[config.mk]
export PLATFORM = sky130hd
export DESIGN_NAME = counting_semaphore_table
export DESIGN_NICKNAME = d
export VERILOG_FILES = /design/src/rtl/cst_pkg.sv /design/src/rtl/cst_ctrl.sv /design/src/rtl/cst_dp.sv /design/src/rtl/counting_semaphore_table.sv
export VERILOG_INCLUDE_DIRS = /design/src /design/src/rtl
export SDC_FILE = /design/constraint.sdc
export NUM_CORES = 2
export LEC_CHECK = 0
export BUFFER_PORTS_ARGS = -buffer_cell sky130_fd_sc_hd__buf_4
export CAP_MARGIN = 20
export CORE_MARGIN = 4
export CORE_UTILIZATION = 60
export DETAILED_ROUTE_END_ITERATION = 6
export GPL_ROUTABILITY_DRIVEN = 0
export GPL_TIMING_DRIVEN = 1
export PLACE_DENSITY_LB_ADDON = 0.3
export SLEW_MARGIN = 5
export SYNTH_ARGS = -nofsm -noshare
export SYNTH_HDL_FRONTEND = slang
export SYNTH_SLANG_ARGS = --single-unit
[constraint.sdc]
create_clock -name clk -period 7.5 [get_ports clk]
set_input_delay 0.75 -clock clk [delete_from_list [all_inputs] [get_ports clk]]
set_output_delay 0.75 -clock clk [all_outputs]
set_load 0.005 [all_outputs]
[src/rtl/assert_macros.svh]
// Assertion macros shared by the semaphore table RTL.
`ifndef ASSERT_MACROS_SVH
`define ASSERT_MACROS_SVH

`ifndef SYNTH
// Property that must hold in the same cycle as its antecedent.
`define CST_ASSERT(lbl, ante, cons, msg) \
    lbl: assert property (@(posedge clk) disable iff (!rst_n) (ante) |-> (cons)) else $error(msg);
// Property whose consequent must hold in the cycle after its antecedent.
`define CST_ASSERT_NEXT(lbl, ante, cons, msg) \
    lbl: assert property (@(posedge clk) disable iff (!rst_n) (ante) |=> (cons)) else $error(msg);
`else
`define CST_ASSERT(lbl, ante, cons, msg)
`define CST_ASSERT_NEXT(lbl, ante, cons, msg)
`endif

`endif

[src/rtl/cst_pkg.sv]
// Types and constants shared by the semaphore table controller and datapath.
package cst_pkg;

    localparam int NUM_SEMS_DEF = 8;
    localparam int WAITERS_DEF  = 8;
    localparam int ID_W         = 16;
    localparam int CMD_W        = 2;
    localparam int STATUS_W     = 4;

    typedef enum logic [CMD_W-1:0] {
        CMD_CREATE = 2'd0,
        CMD_WAIT   = 2'd1,
        CMD_POST   = 2'd2,
        CMD_KILL   = 2'd3
    } cmd_t;

    typedef enum logic [STATUS_W-1:0] {
        STAT_CREATED   = 4'd0,
        STAT_GRANTED   = 4'd1,
        STAT_BLOCKED   = 4'd2,
        STAT_POSTED    = 4'd3,
        STAT_WOKEN     = 4'd4,
        STAT_KILLED    = 4'd5,
        STAT_NOTFOUND  = 4'd6,
        STAT_TABLEFULL = 4'd7,
        STAT_QUEUEFULL = 4'd8
    } status_t;

    typedef enum logic [2:0] {
        FSM_IDLE,
        FSM_SCAN,
        FSM_DECIDE,
        FSM_DUP,
        FSM_POP,
        FSM_DRAIN,
        FSM_FIN
    } fsm_t;

    // Action the datapath performs in the current cycle; every action but
    // ACT_NONE writes one result item.
    typedef enum logic [3:0] {
        ACT_NONE,
        ACT_CREATE,
        ACT_TFULL,
        ACT_NFOUND,
        ACT_GRANT,
        ACT_BLOCK,
        ACT_ENQ,
        ACT_QFULL,
        ACT_POSTED,
        ACT_WAKE_POST,
        ACT_WAKE_KILL,
        ACT_KILLED
    } act_t;

    typedef struct packed {
        logic load;
        logic scan_run;
        logic pos_clr;
        logic wrun;
        act_t act;
    } ctrl_t;

    typedef struct packed {
        cmd_t cmd;
        logic hit;
        logic miss;
        logic cnt_pos;
        logic fill_zero;
        logic fill_full;
        logic post_wake;
        logic dup_hit;
        logic dup_end;
        logic wq_vld;
        logic wq_last;
    } dp_stat_t;

endpackage

[src/rtl/cst_ctrl.sv]
// Sequencing state machine of the semaphore table.
`include "assert_macros.svh"

module cst_ctrl (
    input  logic              clk,
    input  logic              rst_n,
    input  logic              start,
    output logic              busy,
    input  cst_pkg::dp_stat_t stat,
    output cst_pkg::ctrl_t    ctrl
);
    import cst_pkg::*;

    fsm_t state_reg;
    fsm_t state_next;

    always_ff @(posedge clk or negedge rst_n)
    begin
        if (!rst_n)
        begin
            state_reg <= FSM_IDLE;
        end
        else
        begin
            state_reg <= state_next;
        end
    end

    always_comb
    begin
        state_next = state_reg;
        case (state_reg)
            FSM_IDLE:
            begin
                if (start)
                begin
                    state_next = FSM_SCAN;
                end
            end
            FSM_SCAN:
            begin
                if (stat.hit)
                begin
                    state_next = (stat.cmd == CMD_CREATE) ? FSM_IDLE : FSM_DECIDE;
                end
                else if (stat.miss)
                begin
                    state_next = FSM_IDLE;
                end
            end
            FSM_DECIDE:
            begin
                case (stat.cmd)
                    CMD_WAIT:
                    begin
                        state_next = (stat.cnt_pos || stat.fill_zero) ? FSM_IDLE : FSM_DUP;
                    end
                    CMD_POST:
                    begin
                        state_next = stat.post_wake ? FSM_POP : FSM_IDLE;
                    end
                    CMD_KILL:
                    begin
                        state_next = stat.fill_zero ? FSM_IDLE : FSM_DRAIN;
                    end
                    default:
                    begin
                        state_next = FSM_IDLE;
                    end
                endcase
            end
            FSM_DUP:
            begin
                if (stat.dup_hit || stat.dup_end)
                begin
                    state_next = FSM_IDLE;
                end
            end
            FSM_POP:
            begin
                if (stat.wq_vld)
                begin
                    state_next = FSM_IDLE;
                end
            end
            FSM_DRAIN:
            begin
                if (stat.wq_last)
                begin
                    state_next = FSM_FIN;
                end
            end
            FSM_FIN:
            begin
                state_next = FSM_IDLE;
            end
            default:
            begin
                state_next = FSM_IDLE;
            end
        endcase
    end

    always_comb
    begin
        ctrl = '{load: 1'b0, scan_run: 1'b0, pos_clr: 1'b0, wrun: 1'b0, act: ACT_NONE};
        busy = 1'b1;
        case (state_reg)
            FSM_IDLE:
            begin
                busy      = 1'b0;
                ctrl.load = start;
            end
            FSM_SCAN:
            begin
                ctrl.scan_run = 1'b1;
                if (stat.hit && stat.cmd == CMD_CREATE)
                begin
                    ctrl.act = ACT_CREATE;
                end
                else if (stat.miss)
                begin
                    ctrl.act = (stat.cmd == CMD_CREATE) ? ACT_TFULL : ACT_NFOUND;
                end
            end
            FSM_DECIDE:
            begin
                ctrl.pos_clr = 1'b1;
                case (stat.cmd)
                    CMD_WAIT:
                    begin
                        if (stat.cnt_pos)
                        begin
                            ctrl.act = ACT_GRANT;
                        end
                        else if (stat.fill_zero)
                        begin
                            ctrl.act = ACT_ENQ;
                        end
                    end
                    CMD_POST:
                    begin
                        if (!stat.post_wake)
                        begin
                            ctrl.act = ACT_POSTED;
                        end
                    end
                    CMD_KILL:
                    begin
                        if (stat.fill_zero)
                        begin
                            ctrl.act = ACT_KILLED;
                        end
                    end
                    default:
                    begin
                        ctrl.act = ACT_NONE;
                    end
                endcase
            end
            FSM_DUP:
            begin
                ctrl.wrun = 1'b1;
                if (stat.dup_hit)
                begin
                    ctrl.act = ACT_BLOCK;
                end
                else if (stat.dup_end)
                begin
                    ctrl.act = stat.fill_full ? ACT_QFULL : ACT_ENQ;
                end
            end
            FSM_POP:
            begin
                ctrl.wrun = 1'b1;
                if (stat.wq_vld)
                begin
                    ctrl.act = ACT_WAKE_POST;
                end
            end
            FSM_DRAIN:
            begin
                ctrl.wrun = 1'b1;
                if (stat.wq_vld)
                begin
                    ctrl.act = ACT_WAKE_KILL;
                end
            end
            FSM_FIN:
            begin
                ctrl.act = ACT_KILLED;
            end
            default:
            begin
                ctrl.act = ACT_NONE;
            end
        endcase
    end

    // Every command ends with the action that writes its final item.
    `CST_ASSERT(a_idle_after_act, state_reg == FSM_IDLE && $past(state_reg) != FSM_IDLE, $past(ctrl.act) != ACT_NONE, "returned to idle without a result")
    `CST_ASSERT_NEXT(a_drain_continues, ctrl.act == ACT_WAKE_KILL, state_reg == FSM_DRAIN || state_reg == FSM_FIN, "kill drain lost its final item")
    `CST_ASSERT(a_queue_walk_entry, (state_reg == FSM_DUP || state_reg == FSM_POP || state_reg == FSM_DRAIN) && $past(state_reg) != state_reg, $past(state_reg) == FSM_DECIDE, "queue walk entered without a decision")

endmodule

[src/rtl/cst_dp.sv]
// Datapath of the semaphore table: slot lookup, slot and queue stores, results.
`include "assert_macros.svh"

module cst_dp #(
    parameter int NUM_SEMS = cst_pkg::NUM_SEMS_DEF,
    parameter int WAITERS  = cst_pkg::WAITERS_DEF
) (
    input  logic                          clk,
    input  logic                          rst_n,
    input  cst_pkg::ctrl_t                ctrl,
    output cst_pkg::dp_stat_t             stat,
    input  logic [cst_pkg::CMD_W-1:0]     command,
    input  logic [cst_pkg::ID_W-1:0]      target_id,
    input  logic [cst_pkg::ID_W-1:0]      process_id,
    input  logic [cst_pkg::ID_W-1:0]      initial_value,
    output logic                          done,
    output logic [cst_pkg::STATUS_W-1:0]  status,
    output logic [cst_pkg::ID_W-1:0]      result_id,
    output logic [cst_pkg::ID_W-1:0]      woken_pid,
    output logic                          last_of_run
);
    import cst_pkg::*;

    localparam int SW = (NUM_SEMS > 1) ? $clog2(NUM_SEMS) : 1;
    localparam int IW = $clog2(NUM_SEMS + 1);
    localparam int PW = $clog2(WAITERS + 1);
    localparam int HW = (WAITERS > 1) ? $clog2(WAITERS) : 1;
    localparam int QD = NUM_SEMS * WAITERS;
    localparam int AW = (QD > 1) ? $clog2(QD) : 1;

    typedef struct packed {
        logic [ID_W-1:0] count;
        logic [HW-1:0]   head;
        logic [PW-1:0]   fill;
    } info_t;

    // Latched command.
    cmd_t            cmd_reg;
    logic [ID_W-1:0] id_reg;
    logic [ID_W-1:0] pid_reg;
    logic [ID_W-1:0] init_reg;

    // Slot scan: one slot probed per cycle, compared in the next cycle.
    logic [IW-1:0]   scan_idx_reg;
    logic            pr_vld_reg;
    logic [SW-1:0]   pr_idx_reg;
    logic [ID_W-1:0] pr_tag_reg;
    logic            pr_used_reg;
    logic            scan_ok;
    logic [SW-1:0]   scan_addr;
    logic            match;
    logic            hit;

    logic            used_reg [NUM_SEMS];
    logic [ID_W-1:0] tag_mem  [NUM_SEMS];
    info_t           info_mem [NUM_SEMS];
    info_t           info_rd_reg;
    info_t           info_wd;
    logic            info_we;
    logic [SW-1:0]   slot_reg;
    logic [SW-1:0]   info_addr;
    logic [SW-1:0]   wslot;

    // Waiter queue walk.
    logic [ID_W-1:0] wmem [QD];
    logic [PW-1:0]   pos_reg;
    logic            wq_vld_reg;
    logic [PW-1:0]   wq_pos_reg;
    logic [ID_W-1:0] wq_data_reg;
    logic            w_ok;
    logic [PW:0]     rd_sum;
    logic [PW:0]     wr_sum;
    logic [HW-1:0]   rd_ent;
    logic [HW-1:0]   wr_ent;
    logic [AW-1:0]   base;
    logic [AW-1:0]   rd_addr;
    logic [AW-1:0]   wr_addr;

    logic [ID_W-1:0] new_post;
    logic [HW-1:0]   head_inc;

    logic [ID_W-1:0] next_tag_reg;
    logic            done_reg;
    logic            done_next;
    status_t         status_reg;
    status_t         status_next;
    logic [ID_W-1:0] rid_reg;
    logic [ID_W-1:0] rid_next;
    logic [ID_W-1:0] wpid_reg;
    logic [ID_W-1:0] wpid_next;
    logic            last_reg;
    logic            last_next;

    always_ff @(posedge clk)
    begin
        if (ctrl.load)
        begin
            cmd_reg  <= cmd_t'(command);
            id_reg   <= target_id;
            pid_reg  <= process_id;
            init_reg <= initial_value;
        end
    end

    assign scan_ok   = ctrl.scan_run && (scan_idx_reg < IW'(NUM_SEMS));
    assign scan_addr = scan_idx_reg[SW-1:0];

    always_ff @(posedge clk or negedge rst_n)
    begin
        if (!rst_n)
        begin
            scan_idx_reg <= '0;
            pr_vld_reg   <= 1'b0;
        end
        else
        begin
            if (ctrl.load)
            begin
                scan_idx_reg <= '0;
            end
            else if (scan_ok)
            begin
                scan_idx_reg <= scan_idx_reg + IW'(1);
            end
            pr_vld_reg <= scan_ok;
        end
    end

    always_ff @(posedge clk)
    begin
        if (scan_ok)
        begin
            pr_idx_reg  <= scan_addr;
            pr_used_reg <= used_reg[scan_addr];
        end
    end

    assign match = (cmd_reg == CMD_CREATE) ? !pr_used_reg
                                           : (pr_used_reg && pr_tag_reg == id_reg);
    assign hit   = ctrl.scan_run && pr_vld_reg && match;

    assign wslot     = (ctrl.act == ACT_CREATE) ? pr_idx_reg : slot_reg;
    assign info_addr = hit ? pr_idx_reg : slot_reg;

    always_ff @(posedge clk)
    begin
        if (hit)
        begin
            slot_reg <= pr_idx_reg;
        end
    end

    always_ff @(posedge clk)
    begin
        if (ctrl.act == ACT_CREATE)
        begin
            tag_mem[wslot] <= next_tag_reg;
        end
        if (scan_ok)
        begin
            pr_tag_reg <= tag_mem[scan_addr];
        end
    end

    always_ff @(posedge clk or negedge rst_n)
    begin
        if (!rst_n)
        begin
            for (int i = 0; i < NUM_SEMS; i++)
            begin
                used_reg[i] <= 1'b0;
            end
        end
        else if (ctrl.act == ACT_CREATE)
        begin
            used_reg[wslot] <= 1'b1;
        end
        else if (ctrl.act == ACT_KILLED)
        begin
            used_reg[wslot] <= 1'b0;
        end
    end

    always_ff @(posedge clk)
    begin
        if (info_we)
        begin
            info_mem[wslot] <= info_wd;
        end
        info_rd_reg <= info_mem[info_addr];
    end

    assign new_post = (info_rd_reg.count == {ID_W{1'b1}}) ? info_rd_reg.count
                                                           : info_rd_reg.count + ID_W'(1);
    assign head_inc = (info_rd_reg.head == HW'(WAITERS - 1)) ? '0
                                                              : info_rd_reg.head + HW'(1);

    always_comb
    begin
        info_we = 1'b1;
        info_wd = info_rd_reg;
        case (ctrl.act)
            ACT_CREATE:
            begin
                info_wd = '{count: init_reg, head: '0, fill: '0};
            end
            ACT_GRANT:
            begin
                info_wd.count = info_rd_reg.count - ID_W'(1);
            end
            ACT_ENQ:
            begin
                info_wd.fill = info_rd_reg.fill + PW'(1);
            end
            ACT_POSTED:
            begin
                info_wd.count = new_post;
            end
            ACT_WAKE_POST:
            begin
                info_wd.count = new_post;
                info_wd.head  = head_inc;
                info_wd.fill  = info_rd_reg.fill - PW'(1);
            end
            default:
            begin
                info_we = 1'b0;
            end
        endcase
    end

    // Queue positions wrap around the slot's ring of WAITERS entries.
    assign rd_sum = (PW+1)'(info_rd_reg.head) + (PW+1)'(pos_reg);
    assign wr_sum = (PW+1)'(info_rd_reg.head) + (PW+1)'(info_rd_reg.fill);
    assign rd_ent = (rd_sum >= (PW+1)'(WAITERS)) ? HW'(rd_sum - (PW+1)'(WAITERS)) : HW'(rd_sum);
    assign wr_ent = (wr_sum >= (PW+1)'(WAITERS)) ? HW'(wr_sum - (PW+1)'(WAITERS)) : HW'(wr_sum);
    assign base    = AW'(slot_reg) * AW'(WAITERS);
    assign rd_addr = base + AW'(rd_ent);
    assign wr_addr = base + AW'(wr_ent);

    assign w_ok = ctrl.wrun && (pos_reg < info_rd_reg.fill);

    always_ff @(posedge clk or negedge rst_n)
    begin
        if (!rst_n)
        begin
            pos_reg    <= '0;
            wq_vld_reg <= 1'b0;
        end
        else
        begin
            if (ctrl.pos_clr)
            begin
                pos_reg <= '0;
            end
            else if (w_ok)
            begin
                pos_reg <= pos_reg + PW'(1);
            end
            wq_vld_reg <= w_ok;
        end
    end

    always_ff @(posedge clk)
    begin
        if (ctrl.act == ACT_ENQ)
        begin
            wmem[wr_addr] <= pid_reg;
        end
        if (w_ok)
        begin
            wq_data_reg <= wmem[rd_addr];
            wq_pos_reg  <= pos_reg;
        end
    end

    always_comb
    begin
        stat.cmd       = cmd_reg;
        stat.hit       = hit;
        stat.miss      = ctrl.scan_run && pr_vld_reg && !match
                         && (pr_idx_reg == SW'(NUM_SEMS - 1));
        stat.cnt_pos   = (info_rd_reg.count != '0);
        stat.fill_zero = (info_rd_reg.fill == '0);
        stat.fill_full = (info_rd_reg.fill == PW'(WAITERS));
        stat.post_wake = (new_post == ID_W'(1)) && (info_rd_reg.fill != '0);
        stat.wq_vld    = wq_vld_reg;
        stat.wq_last   = wq_vld_reg && (wq_pos_reg == info_rd_reg.fill - PW'(1));
        stat.dup_hit   = wq_vld_reg && (wq_data_reg == pid_reg);
        stat.dup_end   = stat.wq_last && (wq_data_reg != pid_reg);
    end

    always_comb
    begin
        done_next   = 1'b1;
        status_next = STAT_POSTED;
        rid_next    = id_reg;
        wpid_next   = '0;
        last_next   = 1'b1;
        case (ctrl.act)
            ACT_CREATE:
            begin
                status_next = STAT_CREATED;
                rid_next    = next_tag_reg;
            end
            ACT_TFULL:
            begin
                status_next = STAT_TABLEFULL;
                rid_next    = '0;
            end
            ACT_NFOUND:    status_next = STAT_NOTFOUND;
            ACT_GRANT:     status_next = STAT_GRANTED;
            ACT_BLOCK:     status_next = STAT_BLOCKED;
            ACT_ENQ:       status_next = STAT_BLOCKED;
            ACT_QFULL:     status_next = STAT_QUEUEFULL;
            ACT_POSTED:    status_next = STAT_POSTED;
            ACT_WAKE_POST:
            begin
                status_next = STAT_WOKEN;
                wpid_next   = wq_data_reg;
            end
            ACT_WAKE_KILL:
            begin
                status_next = STAT_WOKEN;
                wpid_next   = wq_data_reg;
                last_next   = 1'b0;
            end
            ACT_KILLED:    status_next = STAT_KILLED;
            default:
            begin
                done_next = 1'b0;
            end
        endcase
    end

    always_ff @(posedge clk or negedge rst_n)
    begin
        if (!rst_n)
        begin
            done_reg     <= 1'b0;
            next_tag_reg <= '0;
        end
        else
        begin
            done_reg <= done_next;
            if (ctrl.act == ACT_CREATE)
            begin
                next_tag_reg <= next_tag_reg + ID_W'(1);
            end
        end
    end

    always_ff @(posedge clk)
    begin
        status_reg <= status_next;
        rid_reg    <= rid_next;
        wpid_reg   <= wpid_next;
        last_reg   <= last_next;
    end

    assign done        = done_reg;
    assign status      = status_reg;
    assign result_id   = rid_reg;
    assign woken_pid   = wpid_reg;
    assign last_of_run = last_reg;

    `CST_ASSERT(a_partial_is_woken, done_reg && !last_reg, status_reg == STAT_WOKEN, "non-final item is not a wake")
    `CST_ASSERT_NEXT(a_run_unbroken, done_reg && !last_reg, done_reg, "gap inside a kill run")
    `CST_ASSERT(a_created_tag, done_reg && status_reg == STAT_CREATED, rid_reg == next_tag_reg - ID_W'(1), "created id does not match tag counter")

endmodule

[src/rtl/counting_semaphore_table.sv]
// Top level of the counting semaphore table: controller plus datapath.
//
//   channel   handshake            fields
//   command   start / busy         command, target_id, process_id, initial_value
//   result    done (one cycle)     status, result_id, woken_pid, last_of_run
//
// The slot lookup probes one slot per cycle, and wait, post and kill then pass through
// a decision state. A wait on a zero count with waiters queued walks its waiter queue
// one entry per cycle; a waking post pops the queue head; kill reads its first waiter,
// then issues one woken item per cycle, then killed.
// Results are registered: each appears the cycle after it is decided, for one cycle.
// Reset clears the slot-in-use flags and the id counter; no clearing pass is needed.
// The receiver cannot stall, so busy depends only on the command in progress.
module counting_semaphore_table #(
    parameter int NUM_SEMS = cst_pkg::NUM_SEMS_DEF,
    parameter int WAITERS  = cst_pkg::WAITERS_DEF
) (
    input  logic                          clk,
    input  logic                          rst_n,
    input  logic                          start,
    output logic                          busy,
    input  logic [cst_pkg::CMD_W-1:0]     command,
    input  logic [cst_pkg::ID_W-1:0]      target_id,
    input  logic [cst_pkg::ID_W-1:0]      process_id,
    input  logic [cst_pkg::ID_W-1:0]      initial_value,
    output logic                          done,
    output logic [cst_pkg::STATUS_W-1:0]  status,
    output logic [cst_pkg::ID_W-1:0]      result_id,
    output logic [cst_pkg::ID_W-1:0]      woken_pid,
    output logic                          last_of_run
);
    import cst_pkg::*;

    ctrl_t    ctrl;
    dp_stat_t stat;

    cst_ctrl u_ctrl (
        .clk   (clk),
        .rst_n (rst_n),
        .start (start),
        .busy  (busy),
        .stat  (stat),
        .ctrl  (ctrl)
    );

    cst_dp #(
        .NUM_SEMS (NUM_SEMS),
        .WAITERS  (WAITERS)
    ) u_dp (
        .clk           (clk),
        .rst_n         (rst_n),
        .ctrl          (ctrl),
        .stat          (stat),
        .command       (command),
        .target_id     (target_id),
        .process_id    (process_id),
        .initial_value (initial_value),
        .done          (done),
        .status        (status),
        .result_id     (result_id),
        .woken_pid     (woken_pid),
        .last_of_run   (last_of_run)
    );

endmodule

==> results.rst <==
.. list-table::
   :header-rows: 1

   * - Metric
     - Value
   * - Number of global-route vias before repair
     - 31.7k
   * - Share of total power in combinational logic
     - roughly two fifths
   * - Endpoint required time on the critical path
     - 7.94 ns
   * - Critical setup path kind
     - flip-flop to flip-flop
   * - Type of element capturing the critical path
     - flip-flop
   * - PD cells
     - 439 mW/mm^2
   * - Complex-gate fraction of the synthesized area
     - 4.06%
   * - Wire length of the first global-routing pass
     - around 210000 microns
   * - Chip Width
     - 323 microns
   * - Antenna Nets Post-Route
     - 0
   * - Die Y
     - 323 microns
   * - Clock-pin slew on the worst setup and hold paths
     - 0.07 ns
   * - Global router's overall resource usage
     - 27.2%
   * - Launch point of the worst reg-to-reg path
     - u_dp.info_rd_reg[0]
   * - Non-filler cells, final
     - between 4k and 5k
   * - Total power of the final layout
     - 29.4 mW
   * - Starting DRT DRC Count
     - 4819
   * - Max Transition Viols Final
     - 0
   * - Maximum root-to-sink buffer count
     - 3
   * - Internal power summed over all cells
     - 19.2 mW
   * - Area of all sequential standard cells
     - approximately 0.045 sq mm
   * - Remaining global-route overflow
     - 0
   * - NetSw
     - around 10 mW
   * - Worst slew slack as a fraction of its limit
     - a little under a quarter
   * - Xor and xnor area share after synthesis
     - 1.19%
   * - Layout Cell Area excl Fill
     - 0.0671 sq mm
   * - Net count after synthesis
     - about 3.2k
   * - HPWL after detailed placement
     - roughly 80000 microns
   * - Fraction of power spent switching nets
     - around a third
   * - Initial DRT Pass Iterations
     - 7
   * - Post-synthesis share of cell area spent on full adders, half adders and majority gates
     - 0.361%
   * - Largest regs
     - u_dp.wmem: 1024 flops, u_dp.info_mem: 184 flops, u_dp.tag_mem: 128 flops
   * - Mean instance size in the synthesized netlist
     - 19.3 sq um
   * - Outcome
     - finished with violations
   * - Final Hold Vio Count
     - 0
   * - Fin Clk Skew
     - 0.0258 ns
   * - Floorplan row count
     - 115
   * - Worst setup SP type
     - flip-flop
   * - CTS tree
     - yes
   * - Starting Density
     - 60.5%
   * - Critical path peak fanout
     - 16
   * - Post-synth EDFFs
     - 1426
   * - Area post-placement
     - 0.0624 sq mm
   * - Peak supply drop
     - 1.21 mV
   * - Cells after DPL
     - 4417
   * - CP Launch Point
     - u_dp.info_rd_reg[0]
   * - Most frequent standard cell in the layout excluding fill and tap cells
     - edfxtp_1
   * - Worst-case register-to-register setup slack
     - approximately 2.7 ns
   * - Initial antenna violation count
     - 6
   * - Area share of and/or/nand/nor cells after synthesis
     - 3.91%
   * - Worst setup endpoint
     - u_dp.wmem[3][3]
   * - RSZ-0062 raised after global routing
     - false
   * - Register share of total power
     - approximately 36%
   * - Cells after Synth
     - just over 3k
   * - Count of vias placed by the detailed router
     - 31.3k
   * - Fill cell instance count of the final layout
     - 5959
   * - Source-to-sink clock delay at the later pin of the worst-skew pair
     - 0.76 ns
   * - Area growth, synth to finish
     - 12.5%
   * - Synthesized cell area
     - a little under 0.06 sq mm
   * - Transition time at the pin with the least slew margin
     - 1.15 ns
   * - TritonCTS sink count
     - approximately 1.5k
   * - Clock share of power
     - roughly 25%
   * - Utilization of the core after routing
     - 68.1%
   * - Violated checks
     - design-rule violations
   * - Multi-input gate area in the final layout
     - 0.0140 sq mm
   * - Period minus WS final
     - between 4 and 5 ns
   * - Worst flop-to-flop path endpoint
     - u_dp.wmem[3][3]
   * - WP data arrival
     - 5.27 ns
   * - DRC violation count after routing
     - 3
   * - Routed WL
     - 139000 microns
   * - Maximum number of pins on one net before global-route repair
     - 147
   * - Share of synthesized area spent on multiplexers
     - between 10% and 20%
   * - Highest attainable clock frequency
     - 207 MHz
   * - Ports placed on the boundary
     - 92
   * - Aggregate negative setup slack
     - 0 ns
   * - Per-cell routed wire length
     - 29.7 microns
   * - Flip-flop count of the largest register after layout
     - 1024
   * - Floorplan core area
     - around 0.1 sq mm
   * - Yosys warning total
     - 0
   * - Asr flop ratio synth
     - 2.49%
   * - Final setup viols
     - 0
   * - Total clock buffers created by CTS
     - 146
   * - Top library cells by usage in the layout, fill and taps aside
     - 1426 x edfxtp_1, 315 x mux4_2, 208 x buf_4, 183 x nand2_1, 150 x clkbuf_16
   * - Maximum Capacitance Violations
     - 0
   * - Number of port buffers
     - 91
   * - Top_reg_cell synth
     - edfxtp_1
   * - Combinational family with the most area after synthesis
     - multiplexers
   * - Post-route clock period utilization
     - 64.4%
   * - Cell count of the worst hold path
     - 1
   * - Number of antenna repair diodes
     - 0
   * - Root buf cell
     - clkbuf_16
   * - Standby leakage power
     - 22.1 nW
   * - CTS HTree Levels
     - 4
   * - Worst hold-check path type
     - input pin to flip-flop
   * - Final-stage net count
     - 3350
   * - Floorplan die area
     - 0.105 sq mm
   * - Fraction of final layout cells with drive strength greater than 1
     - 23.4%
   * - Sequential-to-total area share from yosys stat
     - between 70% and 80%
   * - Number of vias per cell
     - around 6.7
   * - Synthesized flop and latch total
     - about 1.5k
   * - Setup Buffers After CTS
     - 0
   * - Reg with most FFs
     - u_dp.wmem
   * - Worst-case reg-to-reg path depth
     - 11
   * - Number of library cell types mapped by synthesis
     - 77
power groups by stage:
stage               combinational, mW  clock, mW  sequential, mW
global route                     12.3       7.70            10.6
global placement                 11.3          0            10.7
floorplan                        7.92          0            10.6
CTS                              11.7       7.29            10.6
finish                           11.7       7.20            10.6
detailed placement               11.5          0            10.7
cell usage after synthesis (38+ instances only):
cell type / number / area (sq um)
a21oi_1: 126 / 631
a22o_1: 39 / 342
buf_1: 43 / 161
clkbuf_1: 96 / 360
dfrtp_1: 38 / 951
dfxtp_1: 63 / 1260
edfxtp_1: 1426 / 42800
mux2i_1: 86 / 861
mux4_2: 315 / 7090
nand2_1: 183 / 687
nor2_1: 131 / 492
o21ai_0: 57 / 285
xnor2_1: 65 / 569
final cells by class:
class / count / share of cell area (%)
clock inverters: 78 / 1.14
clock buffers: 188 / 5.83
flip-flops and latches: 1527 / 67.1
multi-input cells: 1377 / 20.9
inverters: 13 / 0.0727
repair buffers: 216 / 2.54
well taps: 1287 / 2.40
critical path, cell delays in order, from the launching register on:
cell	delay (ns)
dfxtp_1	0.49
inv_1	0.14
ha_1	0.31
xnor2_1	0.22
xnor2_1	0.11
or4_1	0.56
o211a_1	0.26
a21boi_4	0.18
nor3_2	0.89
nand4_2	0.72
nor2_1	0.29
buf_4	0.31
layer usage:
| metal | GRT usage [%] | vias to the layer above | wire, microns |
|---|---|---|---|
| met5 | 0 | - | 12 |
| met4 | 10.3 | 2 | 5000 |
| met3 | 5.37 | 326 | 13500 |
| met2 | 43.7 | 1870 | 68600 |
| met1 | 37.8 | 16200 | 52200 |
| li1 | - | 12900 | - |
per-stage QoR:
stage	setup slack [ns]	hold WS, ns
4_1_cts	2.78	0.134
3_5_place_dp	2.89	0.491
5_1_grt	2.47	0.147
2_1_floorplan	2.55	0.423
3_3_place_gp	3.03	0.471
6_report	2.67	0.165
cell families (layout without fill, tap and decap cells):
family	count (synthesis)	in the layout
buffers and inverters	189	495
AOI/OAI and AO/OA	366	366
muxes	420	420
DFF	1527	1527
and+or+nand+nor	494	494
xor gates and xnor gates	81	81
adders and majority gates	16	16
what timing repair did:
item | in CTS | in global routing
hold buffers | 1 | 0
hold endpoints to repair | 38 | 0
resized for setup | 0 | 0
setup endpoints to repair | 0 | 0
how the worst min path moves through the flow:
stage          slack, ns                 start                  to
3_5_place_dp        0.49             flip-flop           flip-flop
6_report            0.17      initial_value[2]    u_dp.init_reg[2]
4_1_cts             0.13      initial_value[1]    u_dp.init_reg[1]
5_1_grt             0.15         process_id[7]     u_dp.pid_reg[7]
2_1_floorplan       0.42  u_dp.scan_idx_reg[2]  u_dp.pr_idx_reg[2]
3_3_place_gp        0.47             flip-flop           flip-flop
Note: power is estimated with default switching activity, not from simulation.
